[src/hw/rtl/jcsm_pkg.sv]
`default_nettype none

package jcsm_pkg;

  localparam int SAMPLE_BITS_DEF = 12;
  localparam int PULSE_W         = 15;
  localparam int DEB_W           = 8;
  localparam int STEP_W          = 3;
  localparam int CFG_AW          = 4;
  localparam int CFG_DW          = 32;

  // Calibration step codes
  localparam logic [STEP_W-1:0] STEP_XMIN = 3'd0;
  localparam logic [STEP_W-1:0] STEP_XMAX = 3'd1;
  localparam logic [STEP_W-1:0] STEP_YMIN = 3'd2;
  localparam logic [STEP_W-1:0] STEP_YMAX = 3'd3;
  localparam logic [STEP_W-1:0] STEP_DONE = 3'd4;

  // Register indexes on the configuration port
  localparam logic [1:0] REG_DEBOUNCE = 2'd0;
  localparam logic [1:0] REG_PMIN     = 2'd1;
  localparam logic [1:0] REG_PMAX     = 2'd2;
  localparam logic [1:0] REG_PCENTER  = 2'd3;

  localparam logic [DEB_W-1:0]   DEBOUNCE_RST = 8'd30;
  localparam logic [PULSE_W-1:0] PMIN_RST     = 15'd900;
  localparam logic [PULSE_W-1:0] PMAX_RST     = 15'd2100;
  localparam logic [PULSE_W-1:0] PCENTER_RST  = 15'd1500;

  typedef struct packed {
    logic               done;
    logic               fault;
    logic [PULSE_W-1:0] pulse;
  } lane_res_t;

  typedef struct packed {
    logic              calibrating;
    logic [STEP_W-1:0] step;
    logic              captured;
  } cal_tick_t;

endpackage

`default_nettype wire

[src/hw/rtl/jcsm_in_if.sv]
`default_nettype none

interface jcsm_in_if #(
  parameter int SAMPLE_BITS = jcsm_pkg::SAMPLE_BITS_DEF
);
  logic                   valid;
  logic                   ready;
  logic [SAMPLE_BITS-1:0] sample_x;
  logic [SAMPLE_BITS-1:0] sample_y;
  logic                   button_n;

  modport source (output valid, output sample_x, output sample_y, output button_n,
                  input ready);
  modport sink   (input valid, input sample_x, input sample_y, input button_n,
                  output ready);
endinterface

`default_nettype wire

[src/hw/rtl/jcsm_out_if.sv]
`default_nettype none

interface jcsm_out_if #(
  parameter int SAMPLE_BITS = jcsm_pkg::SAMPLE_BITS_DEF
);
  logic                            valid;
  logic                            ready;
  logic                            calibrating;
  logic [jcsm_pkg::STEP_W-1:0]     cal_step;
  logic [SAMPLE_BITS-1:0]          live_value;
  logic                            captured;
  logic [jcsm_pkg::PULSE_W-1:0]    pulse_x_us;
  logic [jcsm_pkg::PULSE_W-1:0]    pulse_y_us;
  logic                            range_fault;

  modport source (output valid, output calibrating, output cal_step, output live_value,
                  output captured, output pulse_x_us, output pulse_y_us,
                  output range_fault, input ready);
  modport sink   (input valid, input calibrating, input cal_step, input live_value,
                  input captured, input pulse_x_us, input pulse_y_us,
                  input range_fault, output ready);
endinterface

`default_nettype wire

[src/hw/rtl/jcsm_cal_ctrl.sv]
`default_nettype none

module jcsm_cal_ctrl #(
  parameter int SAMPLE_BITS = jcsm_pkg::SAMPLE_BITS_DEF
) (
  input  logic                          clk,
  input  logic                          rst_n,
  input  logic                          tick,
  input  logic [SAMPLE_BITS-1:0]        sample_x,
  input  logic [SAMPLE_BITS-1:0]        sample_y,
  input  logic                          button_n,
  input  logic [jcsm_pkg::DEB_W-1:0]    debounce_limit,
  output jcsm_pkg::cal_tick_t           info,
  output logic [SAMPLE_BITS-1:0]        live_value,
  output logic [SAMPLE_BITS-1:0]        x_low,
  output logic [SAMPLE_BITS-1:0]        x_high,
  output logic [SAMPLE_BITS-1:0]        y_low,
  output logic [SAMPLE_BITS-1:0]        y_high
);

  logic [jcsm_pkg::STEP_W-1:0] step_r, step_nxt;
  logic [SAMPLE_BITS-1:0]      xlo_r, xlo_nxt, xhi_r, xhi_nxt;
  logic [SAMPLE_BITS-1:0]      ylo_r, ylo_nxt, yhi_r, yhi_nxt;
  logic [jcsm_pkg::DEB_W-1:0]  pc_r, pc_nxt, rc_r, rc_nxt;
  logic [jcsm_pkg::DEB_W-1:0]  pc_inc, rc_inc;
  logic                        latched_r, latched_nxt;
  logic                        calibrating;
  logic                        cap;
  logic [SAMPLE_BITS-1:0]      live;

  assign calibrating = (step_r < jcsm_pkg::STEP_DONE);
  assign live = (step_r == jcsm_pkg::STEP_XMIN || step_r == jcsm_pkg::STEP_XMAX) ?
                sample_x : sample_y;
  assign pc_inc = pc_r + 1'b1;
  assign rc_inc = rc_r + 1'b1;

  always_comb begin
    step_nxt    = step_r;
    xlo_nxt     = xlo_r;
    xhi_nxt     = xhi_r;
    ylo_nxt     = ylo_r;
    yhi_nxt     = yhi_r;
    pc_nxt      = pc_r;
    rc_nxt      = rc_r;
    latched_nxt = latched_r;
    cap         = 1'b0;
    if (tick && calibrating) begin
      if (!button_n) begin
        pc_nxt = pc_inc;
        if (pc_inc > debounce_limit && !latched_r) begin
          case (step_r)
            jcsm_pkg::STEP_XMIN: xlo_nxt = live;
            jcsm_pkg::STEP_XMAX: xhi_nxt = live;
            jcsm_pkg::STEP_YMIN: ylo_nxt = live;
            default:             yhi_nxt = live;
          endcase
          step_nxt    = step_r + 1'b1;
          pc_nxt      = '0;
          rc_nxt      = '0;
          latched_nxt = 1'b1;
          cap         = 1'b1;
        end
      end else begin
        // The press counter is deliberately left alone on release.
        rc_nxt = rc_inc;
        if (rc_inc > debounce_limit) begin
          latched_nxt = 1'b0;
          rc_nxt      = '0;
        end
      end
    end
  end

  always_ff @(posedge clk) begin
    if (!rst_n) begin
      step_r    <= jcsm_pkg::STEP_XMIN;
      xlo_r     <= '0;
      xhi_r     <= '0;
      ylo_r     <= '0;
      yhi_r     <= '0;
      pc_r      <= '0;
      rc_r      <= '0;
      latched_r <= 1'b0;
    end else begin
      step_r    <= step_nxt;
      xlo_r     <= xlo_nxt;
      xhi_r     <= xhi_nxt;
      ylo_r     <= ylo_nxt;
      yhi_r     <= yhi_nxt;
      pc_r      <= pc_nxt;
      rc_r      <= rc_nxt;
      latched_r <= latched_nxt;
    end
  end

  assign info.calibrating = calibrating;
  assign info.step        = step_r;
  assign info.captured    = cap;
  assign live_value       = calibrating ? live : '0;
  assign x_low            = xlo_r;
  assign x_high           = xhi_r;
  assign y_low            = ylo_r;
  assign y_high           = yhi_r;

endmodule

`default_nettype wire

[src/hw/rtl/jcsm_axis_lane.sv]
`default_nettype none

module jcsm_axis_lane #(
  parameter int SAMPLE_BITS = jcsm_pkg::SAMPLE_BITS_DEF
) (
  input  logic                         clk,
  input  logic                         rst_n,
  input  logic                         start,
  input  logic [SAMPLE_BITS-1:0]       sample,
  input  logic [SAMPLE_BITS-1:0]       cal_low,
  input  logic [SAMPLE_BITS-1:0]       cal_high,
  input  logic [jcsm_pkg::PULSE_W-1:0] pulse_min_us,
  input  logic [jcsm_pkg::PULSE_W-1:0] pulse_max_us,
  input  logic [jcsm_pkg::PULSE_W-1:0] pulse_center_us,
  output jcsm_pkg::lane_res_t          res
);

  localparam int PW    = jcsm_pkg::PULSE_W;
  localparam int MAG_W = SAMPLE_BITS + PW;
  localparam int CNT_W = $clog2(MAG_W);
  localparam int SUM_W = MAG_W + 2;

  localparam logic [1:0] LS_IDLE = 2'd0;
  localparam logic [1:0] LS_MUL  = 2'd1;
  localparam logic [1:0] LS_DIV  = 2'd2;
  localparam logic [1:0] LS_FIN  = 2'd3;

  logic [1:0]             st_r;
  logic [CNT_W-1:0]       cnt_r;
  logic [SAMPLE_BITS-1:0] a_mag_r, d_mag_r, rem_r;
  logic [PW-1:0]          b_mag_r;
  logic                   neg_r, zero_r;
  logic [MAG_W-1:0]       quo_r;
  logic                   done_r, fault_r;
  logic [PW-1:0]          pulse_r;

  // Magnitudes and signs of the three differences.
  logic [SAMPLE_BITS:0]   diff_a, neg_a, diff_d, neg_d, shifted, trial;
  logic [PW:0]            diff_b, neg_b;
  logic [SAMPLE_BITS-1:0] a_mag, d_mag;
  logic [PW-1:0]          b_mag;
  logic                   ge;

  logic [MAG_W:0]           q_pos, q_sgn;
  logic signed [SUM_W-1:0]  sum, lo_ext, hi_ext;
  logic [PW-1:0]            lim_lo, lim_hi, clamped;

  assign diff_a = {1'b0, sample} - {1'b0, cal_low};
  assign neg_a  = -diff_a;
  assign a_mag  = diff_a[SAMPLE_BITS] ? neg_a[SAMPLE_BITS-1:0] : diff_a[SAMPLE_BITS-1:0];
  assign diff_d = {1'b0, cal_high} - {1'b0, cal_low};
  assign neg_d  = -diff_d;
  assign d_mag  = diff_d[SAMPLE_BITS] ? neg_d[SAMPLE_BITS-1:0] : diff_d[SAMPLE_BITS-1:0];
  assign diff_b = {1'b0, pulse_max_us} - {1'b0, pulse_min_us};
  assign neg_b  = -diff_b;
  assign b_mag  = diff_b[PW] ? neg_b[PW-1:0] : diff_b[PW-1:0];

  // One restoring step per cycle.
  assign shifted = {rem_r, quo_r[MAG_W-1]};
  assign trial   = shifted - {1'b0, d_mag_r};
  assign ge      = !trial[SAMPLE_BITS];

  // Truncated quotient gets its sign back, is offset by the minimum pulse and clamped.
  assign q_pos   = {1'b0, quo_r};
  assign q_sgn   = neg_r ? -q_pos : q_pos;
  assign sum     = $signed({q_sgn[MAG_W], q_sgn}) +
                   $signed({{(SUM_W-PW){1'b0}}, pulse_min_us});
  assign lim_lo  = (pulse_min_us < pulse_max_us) ? pulse_min_us : pulse_max_us;
  assign lim_hi  = (pulse_min_us < pulse_max_us) ? pulse_max_us : pulse_min_us;
  assign lo_ext  = $signed({{(SUM_W-PW){1'b0}}, lim_lo});
  assign hi_ext  = $signed({{(SUM_W-PW){1'b0}}, lim_hi});

  always_comb begin
    if (sum < lo_ext) begin
      clamped = lim_lo;
    end else if (sum > hi_ext) begin
      clamped = lim_hi;
    end else begin
      clamped = sum[PW-1:0];
    end
  end

  always_ff @(posedge clk) begin
    if (!rst_n) begin
      st_r   <= LS_IDLE;
      done_r <= 1'b0;
    end else begin
      done_r <= 1'b0;
      unique case (st_r)
        LS_IDLE: begin
          if (start) begin
            st_r <= LS_MUL;
          end
        end
        LS_MUL: begin
          st_r <= LS_DIV;
        end
        LS_DIV: begin
          if (cnt_r == '0) begin
            st_r <= LS_FIN;
          end
        end
        LS_FIN: begin
          done_r <= 1'b1;
          st_r   <= LS_IDLE;
        end
        default: st_r <= LS_IDLE;
      endcase
    end
  end

  always_ff @(posedge clk) begin
    unique case (st_r)
      LS_IDLE: begin
        if (start) begin
          a_mag_r <= a_mag;
          b_mag_r <= b_mag;
          d_mag_r <= d_mag;
          // The quotient is negative when an odd number of the three differences are.
          neg_r   <= diff_a[SAMPLE_BITS] ^ diff_b[PW] ^ diff_d[SAMPLE_BITS];
          zero_r  <= (cal_high == cal_low);
        end
      end
      LS_MUL: begin
        quo_r <= MAG_W'(a_mag_r * b_mag_r);
        rem_r <= '0;
        cnt_r <= CNT_W'(MAG_W - 1);
      end
      LS_DIV: begin
        if (ge) begin
          rem_r <= trial[SAMPLE_BITS-1:0];
        end else begin
          rem_r <= shifted[SAMPLE_BITS-1:0];
        end
        quo_r <= {quo_r[MAG_W-2:0], ge};
        cnt_r <= cnt_r - 1'b1;
      end
      LS_FIN: begin
        fault_r <= zero_r;
        pulse_r <= zero_r ? pulse_center_us : clamped;
      end
      default: ;
    endcase
  end

  assign res.done  = done_r;
  assign res.fault = fault_r;
  assign res.pulse = pulse_r;

endmodule

`default_nettype wire

[src/hw/rtl/joystick_calibrate_servo_map_unit.sv]
`default_nettype none

// Joystick calibration and two-axis servo mapper. Items are handled one at a
// time. Until four calibration captures (X low, X high, Y low, Y high) have
// been taken by debounced presses, a transaction carries centre pulses and its
// result is registered as pending and then moved into the output register.
// After that, each transaction is mapped by two axis lanes running side by
// side: a product step, a bit-serial restoring divider that produces one
// quotient bit per cycle, and a clamp step, after which the result is handed
// over to the output register. The next input is accepted as soon as the
// result has moved into the output register, even if it has not yet been
// taken; a result still waiting there holds the next one back. Configuration
// registers on the APB port: debounce limit at 0x0, minimum pulse at 0x4,
// maximum pulse at 0x8, centre pulse at 0xC.
module joystick_calibrate_servo_map_unit #(
  parameter int SAMPLE_BITS = jcsm_pkg::SAMPLE_BITS_DEF
) (
  input  logic                          clk,
  input  logic                          rst_n,
  jcsm_in_if.sink                       in_ch,
  jcsm_out_if.source                    out_ch,
  input  logic                          psel,
  input  logic                          penable,
  input  logic                          pwrite,
  input  logic [jcsm_pkg::CFG_AW-1:0]   paddr,
  input  logic [jcsm_pkg::CFG_DW-1:0]   pwdata,
  output logic [jcsm_pkg::CFG_DW-1:0]   prdata,
  output logic                          pready
);

  localparam int PW = jcsm_pkg::PULSE_W;

  localparam logic [1:0] ST_IDLE = 2'd0;
  localparam logic [1:0] ST_BUSY = 2'd1;
  localparam logic [1:0] ST_PEND = 2'd2;

  logic [jcsm_pkg::DEB_W-1:0] debounce_r;
  logic [PW-1:0]              pmin_r, pmax_r, pcenter_r;
  logic                       cfg_wr;
  logic [1:0]                 cfg_idx;

  logic [1:0]                 st_r;
  logic                       in_fire, out_fire, load_out;

  jcsm_pkg::cal_tick_t        cal_info;
  logic [SAMPLE_BITS-1:0]     cal_live, x_low, x_high, y_low, y_high;
  jcsm_pkg::lane_res_t        x_res, y_res;
  logic                       lane_start;

  // Pending result
  logic                       res_cal_r, res_cap_r, res_fault_r;
  logic [jcsm_pkg::STEP_W-1:0] res_step_r;
  logic [SAMPLE_BITS-1:0]     res_live_r;
  logic [PW-1:0]              res_px_r, res_py_r;

  // Output register
  logic                       out_valid_r, out_cal_r, out_cap_r, out_fault_r;
  logic [jcsm_pkg::STEP_W-1:0] out_step_r;
  logic [SAMPLE_BITS-1:0]     out_live_r;
  logic [PW-1:0]              out_px_r, out_py_r;

  // Configuration port
  assign pready  = 1'b1;
  assign cfg_wr  = psel && penable && pwrite;
  assign cfg_idx = paddr[3:2];

  always_ff @(posedge clk) begin
    if (!rst_n) begin
      debounce_r <= jcsm_pkg::DEBOUNCE_RST;
      pmin_r     <= jcsm_pkg::PMIN_RST;
      pmax_r     <= jcsm_pkg::PMAX_RST;
      pcenter_r  <= jcsm_pkg::PCENTER_RST;
    end else if (cfg_wr) begin
      unique case (cfg_idx)
        jcsm_pkg::REG_DEBOUNCE: debounce_r <= pwdata[jcsm_pkg::DEB_W-1:0];
        jcsm_pkg::REG_PMIN:     pmin_r     <= pwdata[PW-1:0];
        jcsm_pkg::REG_PMAX:     pmax_r     <= pwdata[PW-1:0];
        jcsm_pkg::REG_PCENTER:  pcenter_r  <= pwdata[PW-1:0];
        default: ;
      endcase
    end
  end

  always_comb begin
    unique case (cfg_idx)
      jcsm_pkg::REG_DEBOUNCE: prdata = {{(jcsm_pkg::CFG_DW-jcsm_pkg::DEB_W){1'b0}}, debounce_r};
      jcsm_pkg::REG_PMIN:     prdata = {{(jcsm_pkg::CFG_DW-PW){1'b0}}, pmin_r};
      jcsm_pkg::REG_PMAX:     prdata = {{(jcsm_pkg::CFG_DW-PW){1'b0}}, pmax_r};
      jcsm_pkg::REG_PCENTER:  prdata = {{(jcsm_pkg::CFG_DW-PW){1'b0}}, pcenter_r};
      default:                prdata = '0;
    endcase
  end

  // Handshakes
  assign in_ch.ready = (st_r == ST_IDLE);
  assign in_fire     = in_ch.valid && (st_r == ST_IDLE);
  assign out_fire    = out_valid_r && out_ch.ready;
  assign load_out    = (st_r == ST_PEND) && (!out_valid_r || out_ch.ready);
  assign lane_start  = in_fire && !cal_info.calibrating;

  jcsm_cal_ctrl #(.SAMPLE_BITS(SAMPLE_BITS)) u_cal (
    .clk            (clk),
    .rst_n          (rst_n),
    .tick           (in_fire),
    .sample_x       (in_ch.sample_x),
    .sample_y       (in_ch.sample_y),
    .button_n       (in_ch.button_n),
    .debounce_limit (debounce_r),
    .info           (cal_info),
    .live_value     (cal_live),
    .x_low          (x_low),
    .x_high         (x_high),
    .y_low          (y_low),
    .y_high         (y_high)
  );

  jcsm_axis_lane #(.SAMPLE_BITS(SAMPLE_BITS)) u_lane_x (
    .clk             (clk),
    .rst_n           (rst_n),
    .start           (lane_start),
    .sample          (in_ch.sample_x),
    .cal_low         (x_low),
    .cal_high        (x_high),
    .pulse_min_us    (pmin_r),
    .pulse_max_us    (pmax_r),
    .pulse_center_us (pcenter_r),
    .res             (x_res)
  );

  jcsm_axis_lane #(.SAMPLE_BITS(SAMPLE_BITS)) u_lane_y (
    .clk             (clk),
    .rst_n           (rst_n),
    .start           (lane_start),
    .sample          (in_ch.sample_y),
    .cal_low         (y_low),
    .cal_high        (y_high),
    .pulse_min_us    (pmin_r),
    .pulse_max_us    (pmax_r),
    .pulse_center_us (pcenter_r),
    .res             (y_res)
  );

  always_ff @(posedge clk) begin
    if (!rst_n) begin
      st_r <= ST_IDLE;
    end else begin
      unique case (st_r)
        ST_IDLE: begin
          if (in_fire) begin
            st_r <= cal_info.calibrating ? ST_PEND : ST_BUSY;
          end
        end
        ST_BUSY: begin
          if (x_res.done) begin
            st_r <= ST_PEND;
          end
        end
        ST_PEND: begin
          if (load_out) begin
            st_r <= ST_IDLE;
          end
        end
        default: st_r <= ST_IDLE;
      endcase
    end
  end

  // Pending result: calibration ticks straight from the controller, control
  // ticks when both lanes report (they run in lockstep).
  always_ff @(posedge clk) begin
    if (in_fire) begin
      res_cal_r   <= cal_info.calibrating;
      res_step_r  <= cal_info.step;
      res_live_r  <= cal_live;
      res_cap_r   <= cal_info.captured;
      res_px_r    <= pcenter_r;
      res_py_r    <= pcenter_r;
      res_fault_r <= 1'b0;
    end else if (st_r == ST_BUSY && x_res.done) begin
      res_px_r    <= x_res.pulse;
      res_py_r    <= y_res.pulse;
      res_fault_r <= x_res.fault || y_res.fault;
    end
  end

  always_ff @(posedge clk) begin
    if (!rst_n) begin
      out_valid_r <= 1'b0;
    end else if (load_out) begin
      out_valid_r <= 1'b1;
    end else if (out_fire) begin
      out_valid_r <= 1'b0;
    end
  end

  always_ff @(posedge clk) begin
    if (load_out) begin
      out_cal_r   <= res_cal_r;
      out_step_r  <= res_step_r;
      out_live_r  <= res_live_r;
      out_cap_r   <= res_cap_r;
      out_px_r    <= res_px_r;
      out_py_r    <= res_py_r;
      out_fault_r <= res_fault_r;
    end
  end

  assign out_ch.valid       = out_valid_r;
  assign out_ch.calibrating = out_cal_r;
  assign out_ch.cal_step    = out_step_r;
  assign out_ch.live_value  = out_live_r;
  assign out_ch.captured    = out_cap_r;
  assign out_ch.pulse_x_us  = out_px_r;
  assign out_ch.pulse_y_us  = out_py_r;
  assign out_ch.range_fault = out_fault_r;

`ifndef NO_ASSERTIONS
  a_lanes_lockstep: assert property (@(posedge clk) disable iff (!rst_n)
    x_res.done == y_res.done)
    else $error("axis lanes finished in different cycles");

  a_done_when_busy: assert property (@(posedge clk) disable iff (!rst_n)
    x_res.done |-> st_r == ST_BUSY)
    else $error("lane result arrived outside a mapping transaction");

  a_start_maps: assert property (@(posedge clk) disable iff (!rst_n)
    lane_start |=> st_r == ST_BUSY)
    else $error("control transaction did not start the lanes");

  a_capture_in_cal: assert property (@(posedge clk) disable iff (!rst_n)
    out_valid_r && out_cap_r |-> out_cal_r)
    else $error("capture reported outside calibration");

  a_fault_in_ctrl: assert property (@(posedge clk) disable iff (!rst_n)
    out_valid_r && out_fault_r |-> !out_cal_r)
    else $error("range fault reported during calibration");
`endif

endmodule

`default_nettype wire

[src/flat_wrapper.sv]
// flat-port wrapper written by rule: the top's interface ports become plain ports
module joystick_calibrate_servo_map_unit_flat 
#(
  parameter int SAMPLE_BITS = jcsm_pkg::SAMPLE_BITS_DEF
)
  (clk, rst_n, psel, penable, pwrite, paddr, pwdata, prdata, pready, in_ch_valid, in_ch_sample_x, in_ch_sample_y, in_ch_button_n, in_ch_ready, out_ch_valid, out_ch_calibrating, out_ch_cal_step, out_ch_live_value, out_ch_captured, out_ch_pulse_x_us, out_ch_pulse_y_us, out_ch_range_fault, out_ch_ready);
  jcsm_in_if #(.SAMPLE_BITS(SAMPLE_BITS)) in_ch_i ();
  jcsm_out_if #(.SAMPLE_BITS(SAMPLE_BITS)) out_ch_i ();
  input  logic clk;
  input  logic rst_n;
  input  logic psel;
  input  logic penable;
  input  logic pwrite;
  input  logic [jcsm_pkg::CFG_AW-1:0] paddr;
  input  logic [jcsm_pkg::CFG_DW-1:0] pwdata;
  output logic [jcsm_pkg::CFG_DW-1:0] prdata;
  output logic pready;
  input wire logic [$bits(in_ch_i.valid)-1:0] in_ch_valid;
  input wire logic [$bits(in_ch_i.sample_x)-1:0] in_ch_sample_x;
  input wire logic [$bits(in_ch_i.sample_y)-1:0] in_ch_sample_y;
  input wire logic [$bits(in_ch_i.button_n)-1:0] in_ch_button_n;
  output wire logic [$bits(in_ch_i.ready)-1:0] in_ch_ready;
  output wire logic [$bits(out_ch_i.valid)-1:0] out_ch_valid;
  output wire logic [$bits(out_ch_i.calibrating)-1:0] out_ch_calibrating;
  output wire logic [$bits(out_ch_i.cal_step)-1:0] out_ch_cal_step;
  output wire logic [$bits(out_ch_i.live_value)-1:0] out_ch_live_value;
  output wire logic [$bits(out_ch_i.captured)-1:0] out_ch_captured;
  output wire logic [$bits(out_ch_i.pulse_x_us)-1:0] out_ch_pulse_x_us;
  output wire logic [$bits(out_ch_i.pulse_y_us)-1:0] out_ch_pulse_y_us;
  output wire logic [$bits(out_ch_i.range_fault)-1:0] out_ch_range_fault;
  input wire logic [$bits(out_ch_i.ready)-1:0] out_ch_ready;
  assign in_ch_i.valid = in_ch_valid;
  assign in_ch_i.sample_x = in_ch_sample_x;
  assign in_ch_i.sample_y = in_ch_sample_y;
  assign in_ch_i.button_n = in_ch_button_n;
  assign in_ch_ready = in_ch_i.ready;
  assign out_ch_valid = out_ch_i.valid;
  assign out_ch_calibrating = out_ch_i.calibrating;
  assign out_ch_cal_step = out_ch_i.cal_step;
  assign out_ch_live_value = out_ch_i.live_value;
  assign out_ch_captured = out_ch_i.captured;
  assign out_ch_pulse_x_us = out_ch_i.pulse_x_us;
  assign out_ch_pulse_y_us = out_ch_i.pulse_y_us;
  assign out_ch_range_fault = out_ch_i.range_fault;
  assign out_ch_i.ready = out_ch_ready;
  joystick_calibrate_servo_map_unit #(.SAMPLE_BITS(SAMPLE_BITS)) u_core (.clk(clk), .rst_n(rst_n), .in_ch(in_ch_i), .out_ch(out_ch_i), .psel(psel), .penable(penable), .pwrite(pwrite), .paddr(paddr), .pwdata(pwdata), .prdata(prdata), .pready(pready));
endmodule
[config.mk]
export PLATFORM = sky130hd
export DESIGN_NAME = joystick_calibrate_servo_map_unit_flat
export DESIGN_NICKNAME = d
export VERILOG_FILES = /design/src/hw/rtl/jcsm_pkg.sv /design/src/hw/rtl/jcsm_in_if.sv /design/src/hw/rtl/jcsm_out_if.sv /design/src/hw/rtl/jcsm_cal_ctrl.sv /design/src/hw/rtl/jcsm_axis_lane.sv /design/src/hw/rtl/joystick_calibrate_servo_map_unit.sv /design/src/flat_wrapper.sv
export SDC_FILE = /design/constraint.sdc
export NUM_CORES = 2
export LEC_CHECK = 0
export ABC_CLOCK_PERIOD_IN_PS = 12100
export BUFFER_PORTS_ARGS = -buffer_cell sky130_fd_sc_hd__buf_2
export CAP_MARGIN = 0
export CORE_MARGIN = 4
export CORE_UTILIZATION = 50
export CTS_BUF_LIST = sky130_fd_sc_hd__clkbuf_4
export DETAILED_ROUTE_END_ITERATION = 10
export PLACE_DENSITY = 0.64
export SETUP_SLACK_MARGIN = 0.4
export SYNTH_ARGS = -nofsm -noshare
export SYNTH_HDL_FRONTEND = slang
export SYNTH_SLANG_ARGS = --single-unit
[constraint.sdc]
create_clock -name clk -period 12.1 [get_ports clk]
set_input_delay 2.42 -clock clk [delete_from_list [all_inputs] [get_ports clk]]
set_output_delay 2.42 -clock clk [all_outputs]
set_load 0.01 [all_outputs]
---- Word-level counts from Yosys, hierarchy flattened ----
Cells that the tools add are included.
cells by class
  add/sub/neg operators ................... 21
  $mul .................................... 2
  order comparisons ....................... 8
  equality and inequality tests ........... 23
  muxes and demuxes ....................... 50
  bitwise gates (word level) .............. 7
  reductions and logical operators ........ 48
operator list
  kind                                                           number
  15-bit two-way mux                                             13
  32-bit case mux with 4 select lines                            1
  27-bit case mux with 2 select lines                            2
  12-bit two-way mux                                             7
  28-bit by 16-bit adder with 29-bit output                      2
  29-bit by 16-bit greater-than comparator with 1-bit output     2
  29-bit by 16-bit < comparator with 1-bit output                2
  28-bit two-way mux                                             2
  27-bit negation with 28-bit output                             2
  12-bit by 15-bit multiplier with 27-bit output                 2
  12-bit by 12-bit subtractor with 13-bit output                 4
  12-bit negation                                                4
  12-bit case mux with 2 select lines                            2
  8-bit two-way mux                                              4
  13-bit by 12-bit subtractor with 13-bit output                 2
  12-bit == test                                                 2
  5-bit case mux with 2 select lines                             2
  2-bit AND reduction                                            10
  8-bit by 1-bit adder with 8-bit output, second input constant  2
  8-bit greater-than comparator                                  2
  2-bit case mux with 4 select lines                             2
  4-bit AND reduction                                            4
  15-bit by 15-bit subtractor with 16-bit output                 1
  15-bit < comparator                                            1
  other kinds (25)                                               82
storage, ports and cells
  register bits after elaboration ......... 427
  input port bits ......................... 68
  output and inout port bits .............. 83
  word-level logic and storage cells ...... 210

---- Depth between registers and ports, before layout ----
  depth in word-level cells ............... 7
  mapped depth ............................ 26

---- Cells and area by module ----
Synthesis repeated with hierarchy kept, for this count alone.
unflattened totals
  cells, all modules ...................... 4,403
  area, all modules ....................... 40,764.1 sq um
by module, submodules not included
  module                             instances  cells an instance  area each (sq um)  sequential area each (sq um)
  jcsm_axis_lane (u_core.u_lane_x)   1          1,788              15,711.3           3,093.0
  jcsm_axis_lane (u_core.u_lane_y)   1          1,785              15,658.8           3,093.0
  joystick_calibrate_servo_map_unit  1          417                5,984.5            3,993.8
  jcsm_cal_ctrl                      1          413                3,409.5            1,361.3

---- Worst setup path before layout ----
OpenSTA, ideal clock, no wires.
  path type ............................... input port to output port
  start point ............................. in paddr[3] (netlist name)
  end point ............................... out prdata[0] (netlist name)
  arrival time ............................ 3.758 ns
  required time ........................... 9.680 ns
  slack ................................... 5.922 ns
  cell stages on the path ................. 3
  buffers on the path ..................... 2
  cells stage by stage .................... clkbuf_1 > clkbuf_1 > mux4_2
on the way
  word-level cells in the longest chain between the ends .. 2
RTL lines
  item                                     line                                     RTL
  from (decl)                              flat_wrapper.sv:14                       input logic [jcsm_pkg::CFG_AW-1:0] paddr;
  2-bit == test (tied with other cells)    joystick_calibrate_servo_map_unit.sv:85  unique case (cfg_idx)
  32-bit case mux with 4 select lines (*)  joystick_calibrate_servo_map_unit.sv:85
  to (decl)                                flat_wrapper.sv:16                       output logic [jcsm_pkg::CFG_DW-1:0] prdata;
Every way passes the cells marked *; elsewhere a longest branch is shown, timed or not. The select of a mux whose other input is x is not followed.

---- Final worst setup path ----
  start point ............................. reg u_core.pmin_r[1]
  end point ............................... reg u_core.u_lane_y.pulse_r[3] (data pin)
on the way
  word-level cells in the longest chain between the ends .. 6
RTL lines
  item                                                                                               line                                     RTL
  from (decl)                                                                                        joystick_calibrate_servo_map_unit.sv:38  logic [PW-1:0] pmin_r, pmax_r, pcenter_r;
  from (signal assigned)                                                                             joystick_calibrate_servo_map_unit.sv:70  pmin_r <= jcsm_pkg::PMIN_RST;
  from (signal assigned)                                                                             joystick_calibrate_servo_map_unit.sv:76  jcsm_pkg::REG_PMIN: pmin_r <= pwdata[PW-1:0];
  parallel branches: the longest is 4 deep, another holds 28-bit by 16-bit adder with 29-bit output  --
  15-bit two-way mux (*)                                                                             jcsm_axis_lane.sv:74                     if (sum < lo_ext) begin
  15-bit two-way mux (*)                                                                             jcsm_axis_lane.sv:140                    pulse_r <= zero_r ? pulse_center_us : clamped;
  to (signal assigned)                                                                               jcsm_axis_lane.sv:140
  to (decl)                                                                                          jcsm_axis_lane.sv:35                     logic [PW-1:0] pulse_r;
Mark *: on every way between the ends.
A chain may end at the register's enable or synchronous reset.

==> summary.txt <==
Antenna-violating nets left -> 0
Sink Count -> 427
Post-synth cell types -> 91
Power, Total -> 3.22 mW
Mapped Cells -> 4226
Hold Crit Start -> u_core.res_px_r[4]
Total setup buffers inserted after CTS -> 0
Initial antenna violation count -> 5
Power Internal -> 2.39 mW
Wire per inst -> 19.1 microns
Via/cell ratio -> 5.65
Grt total ovfl -> 0
Final Critical Period -> 6.78 ns
Leakage -> 18.8 nW
Net Switching -> 0.826 mW
Avg Inst Size Synth -> 9.19 sq um
Relative slew slack -> 21.7%
Most common cell on crit path -> a21o_1
Outcome -> finished clean
CP Data Required Time -> 12.68 ns
Max-cap viol count -> 0
Post-synthesis sequential area ratio -> 29.7%
Core Region -> 0.0765 sq mm
Die Area -> 0.0822 sq mm
Fin crit share -> 56.0%
Synth top area cells -> edfxtp_1 23%, fa_1 14%, ha_1 11%
Number of global-route vias before repair -> 29800
Sw Share -> 25.7%
Total CTS buffers -> 113
Arr. time, crit path -> 7.36 ns
GRT Util Overall -> 25.3%
Vias -> 30800
Critical Path End Type -> flip-flop
Starting Density -> 50.8%
Worst slew pin tran -> 1.18 ns
RSZ-0062 raised after global routing -> false
Clock buffer depth -> 3
Synth-to-Final Area Change -> 7.69%
Place WS -> 5.43 ns
Post-Route WL -> 104000 microns
PwrDens -> 77.0 mW/mm^2
Layout cells sized above 1 -> 9.42%
Die width -> 287 microns
Max Slew Vio Count -> 0
Syn Std Cell Area -> 0.0388 sq mm
Min-Delay Path Class -> flip-flop to flip-flop
Yosys top cell area share -> 23.0%
GPL Wtd Cong -> 0.997
Final core utilization -> 54.7%
Yosys warning count -> 0
Setup slack, reg-to-reg -> 5.32 ns
Final setup violation count -> 0
Non-Filler Instances -> 5449
Ys async rst share -> 0%
CP max FO -> 45
Crit. Startpoint -> u_core.pmin_r[1]
Chip height -> 287 microns
Critical Path Max Stage Delay -> 0.71 ns
Synth Register Bits -> 427
Slowest cell on the critical path -> a21oi_1
Area leader, netlist -> edfxtp_1
Logic gate share of total power -> 8.3%
TritonCTS clock tree -> yes
Cell row count -> 101
CTS clk-pin slew, worst paths -> 0.07 ns
DRC -> 0
Clock power frac -> 42.0%
Primary FF master, synth -> edfxtp_1
Initial DRC count -> 2495
I/O pin cnt -> 151
Startpoint types -> flip-flop
Hold Violations, Final -> 0
Final worst slack -> 5.32 ns
VDD IR-drop max -> 0.0934 mV
Worst reg2reg path startpoint -> u_core.pmin_r[1]
Critical Setup Path Class -> flip-flop to flip-flop
Worst-Skew Late Latency -> 0.94 ns
Largest net degree at the start of global routing -> 113
Hold_buf cts -> 0
Placed cell count -> 5236
Worst R2R End -> u_core.u_lane_y.pulse_r[3]
Layout net count -> 5005
Setup TNS -> 0 ns
Global-route wire length before repair -> 165000 microns
Crit path capture -> u_core.u_lane_y.pulse_r[3]
Crit-path cells -> inv_1 > fa_1 > a21o_1 > a21o_1 > a21oi_1 > o311a_1 > a211o_1 > buf_4 > nor2_1 > a21oi_1 > ha_1 > a21o_1 > a21o_1 > a21o_1 > a21oi_1 > nor2b_1 > o211ai_1 > a21oi_1 > nor3_1 > a31o_2 > and2_1 > a222oi_1
Hold Path Depth -> 0
Hpwl dp -> 80500 microns
H-tree lvl count -> 3
Cell depth of the worst flop-to-flop path -> 22
CTS root buffer -> clkbuf_4
CTS-repair resized insts -> 0
Port-buffer cells -> 113
Post-synth EDFFs -> 297
Worst Skew -> 0.0942 ns
Sequential power share -> 49.6%
DR pass1 iterations -> 8
Fmax -> 147 MHz
-- placed cells by master, fill, tap and decap left out, drive strengths merged, types with 27 or more instances in the layout --
cell type,netlist,layout
a21boi,58,58
a21o,52,52
a21oi,176,176
and2,124,124
buf,33,146
clkbuf,149,177
clkinv,1,27
dfxtp,130,130
edfxtp,297,297
fa,269,269
ha,347,347
inv,534,537
mux2,29,29
mux2i,45,45
nand2,656,656
nand2b,33,33
nand3,70,70
nand4,30,30
nor2,168,168
nor2b,47,47
nor3,58,58
o211a,53,53
o211ai,28,28
o21ai,199,199
o31ai,31,31
or3,31,31
xnor2,160,160
xor2,77,77
-- how the worst min path moves through the flow --
stage	slack, ns	to
2_1_floorplan	0.40	u_core.out_ch.cal_step[0]
3_3_place_gp	0.40	u_core.out_ch.captured
3_5_place_dp	0.40	u_core.out_ch.pulse_x_us[13]
4_1_cts	0.40	u_core.out_ch.pulse_x_us[4]
5_1_grt	0.36	u_core.out_ch.pulse_x_us[4]
6_report	0.39	u_core.out_ch.pulse_x_us[4]
-- critical path, delay by kind of cell (launching register included) --
family	cells	cell delay, ns
DFF	1	0.68
adders and majority gates	2	0.85
buffers and inverters	2	0.63
AOI/OAI and AO/OA	14	3.30
and+or+nand+nor	4	1.01
-- state kept, by name (all words and copies together) (netlist names), 15 cells and up --
| name | count |
|---|---|
| u_core.u_lane_y.pulse_r | 15 |
| u_core.u_lane_y.quo_r | 27 |
| u_core.res_px_r | 15 |
| u_core.out_ch.pulse_x_us | 15 |
| u_core.pcenter_r | 15 |
| u_core.u_lane_x.quo_r | 27 |
| u_core.u_lane_y.b_mag_r | 15 |
| u_core.u_lane_x.pulse_r | 15 |
| u_core.pmax_r | 15 |
| u_core.u_lane_x.b_mag_r | 15 |
| u_core.pmin_r | 15 |
| u_core.out_ch.pulse_y_us | 15 |
| u_core.res_py_r | 15 |
-- power groups by stage --
stage	clock network, mW	logic (mW)	registers [mW]
after detailed placement	0	0.264	1.63
final	1.35	0.268	1.60
after global routing	1.48	0.293	1.60
after CTS	1.39	0.265	1.60
after global placement	0	0.263	1.63
after floorplan	0	0.172	1.63
-- per-layer routing --
| layer | wire length (microns) | GRT usage [%] |
|---|---|---|
| met5 | 17 | 0 |
| met4 | 2340 | 6.58 |
| met3 | 7450 | 5.17 |
| met2 | 47300 | 40.0 |
| met1 | 47000 | 35.5 |
-- cells by family after synthesis --
kind of cell	Yosys count	synth area share, %
AOI/OAI and AO/OA	809	14.1
buffers and inverters	717	7.17
xor gates and xnor gates	237	5.37
muxes	82	2.47
other	2	0.0193
DFF	427	29.7
and+or+nand+nor	1336	16.1
adders and majority gates	616	25.1
-- cell type report --
class                           count  area [sq um]
Tap cell                         1030          1290
Fill cell                        7074         34700
Inverter                          535          2010
Sequential cell                   427         11500
Clock buffer                      177          1330
Antenna cell                        5          12.5
Clock inverter                     31           225
Timing Repair Buffer              146           816
Multi-Input combinational cell   3098         24600
-- synthesized netlist by cell type, types with 45 or more instances --
cell	number
a21boi_0	58
a21o_1	52
a21oi_1	176
and2_1	124
clkbuf_1	148
dfxtp_1	130
edfxtp_1	297
fa_1	269
ha_1	347
inv_1	533
mux2i_1	45
nand2_1	656
nand3_1	70
nor2_1	167
nor2b_1	47
nor3_1	57
o211a_1	53
o21ai_0	194
xnor2_1	160
xor2_1	76
-- per-stage QoR --
step | hold WS, ns | cell area, sq um
3_5_place_dp | 0.405 | 40200
6_report | 0.392 | 41800
2_1_floorplan | 0.400 | 38900
3_3_place_gp | 0.403 | 40200
4_1_cts | 0.396 | 41800
5_1_grt | 0.358 | 41800
Power figures use the tool's default switching activity.
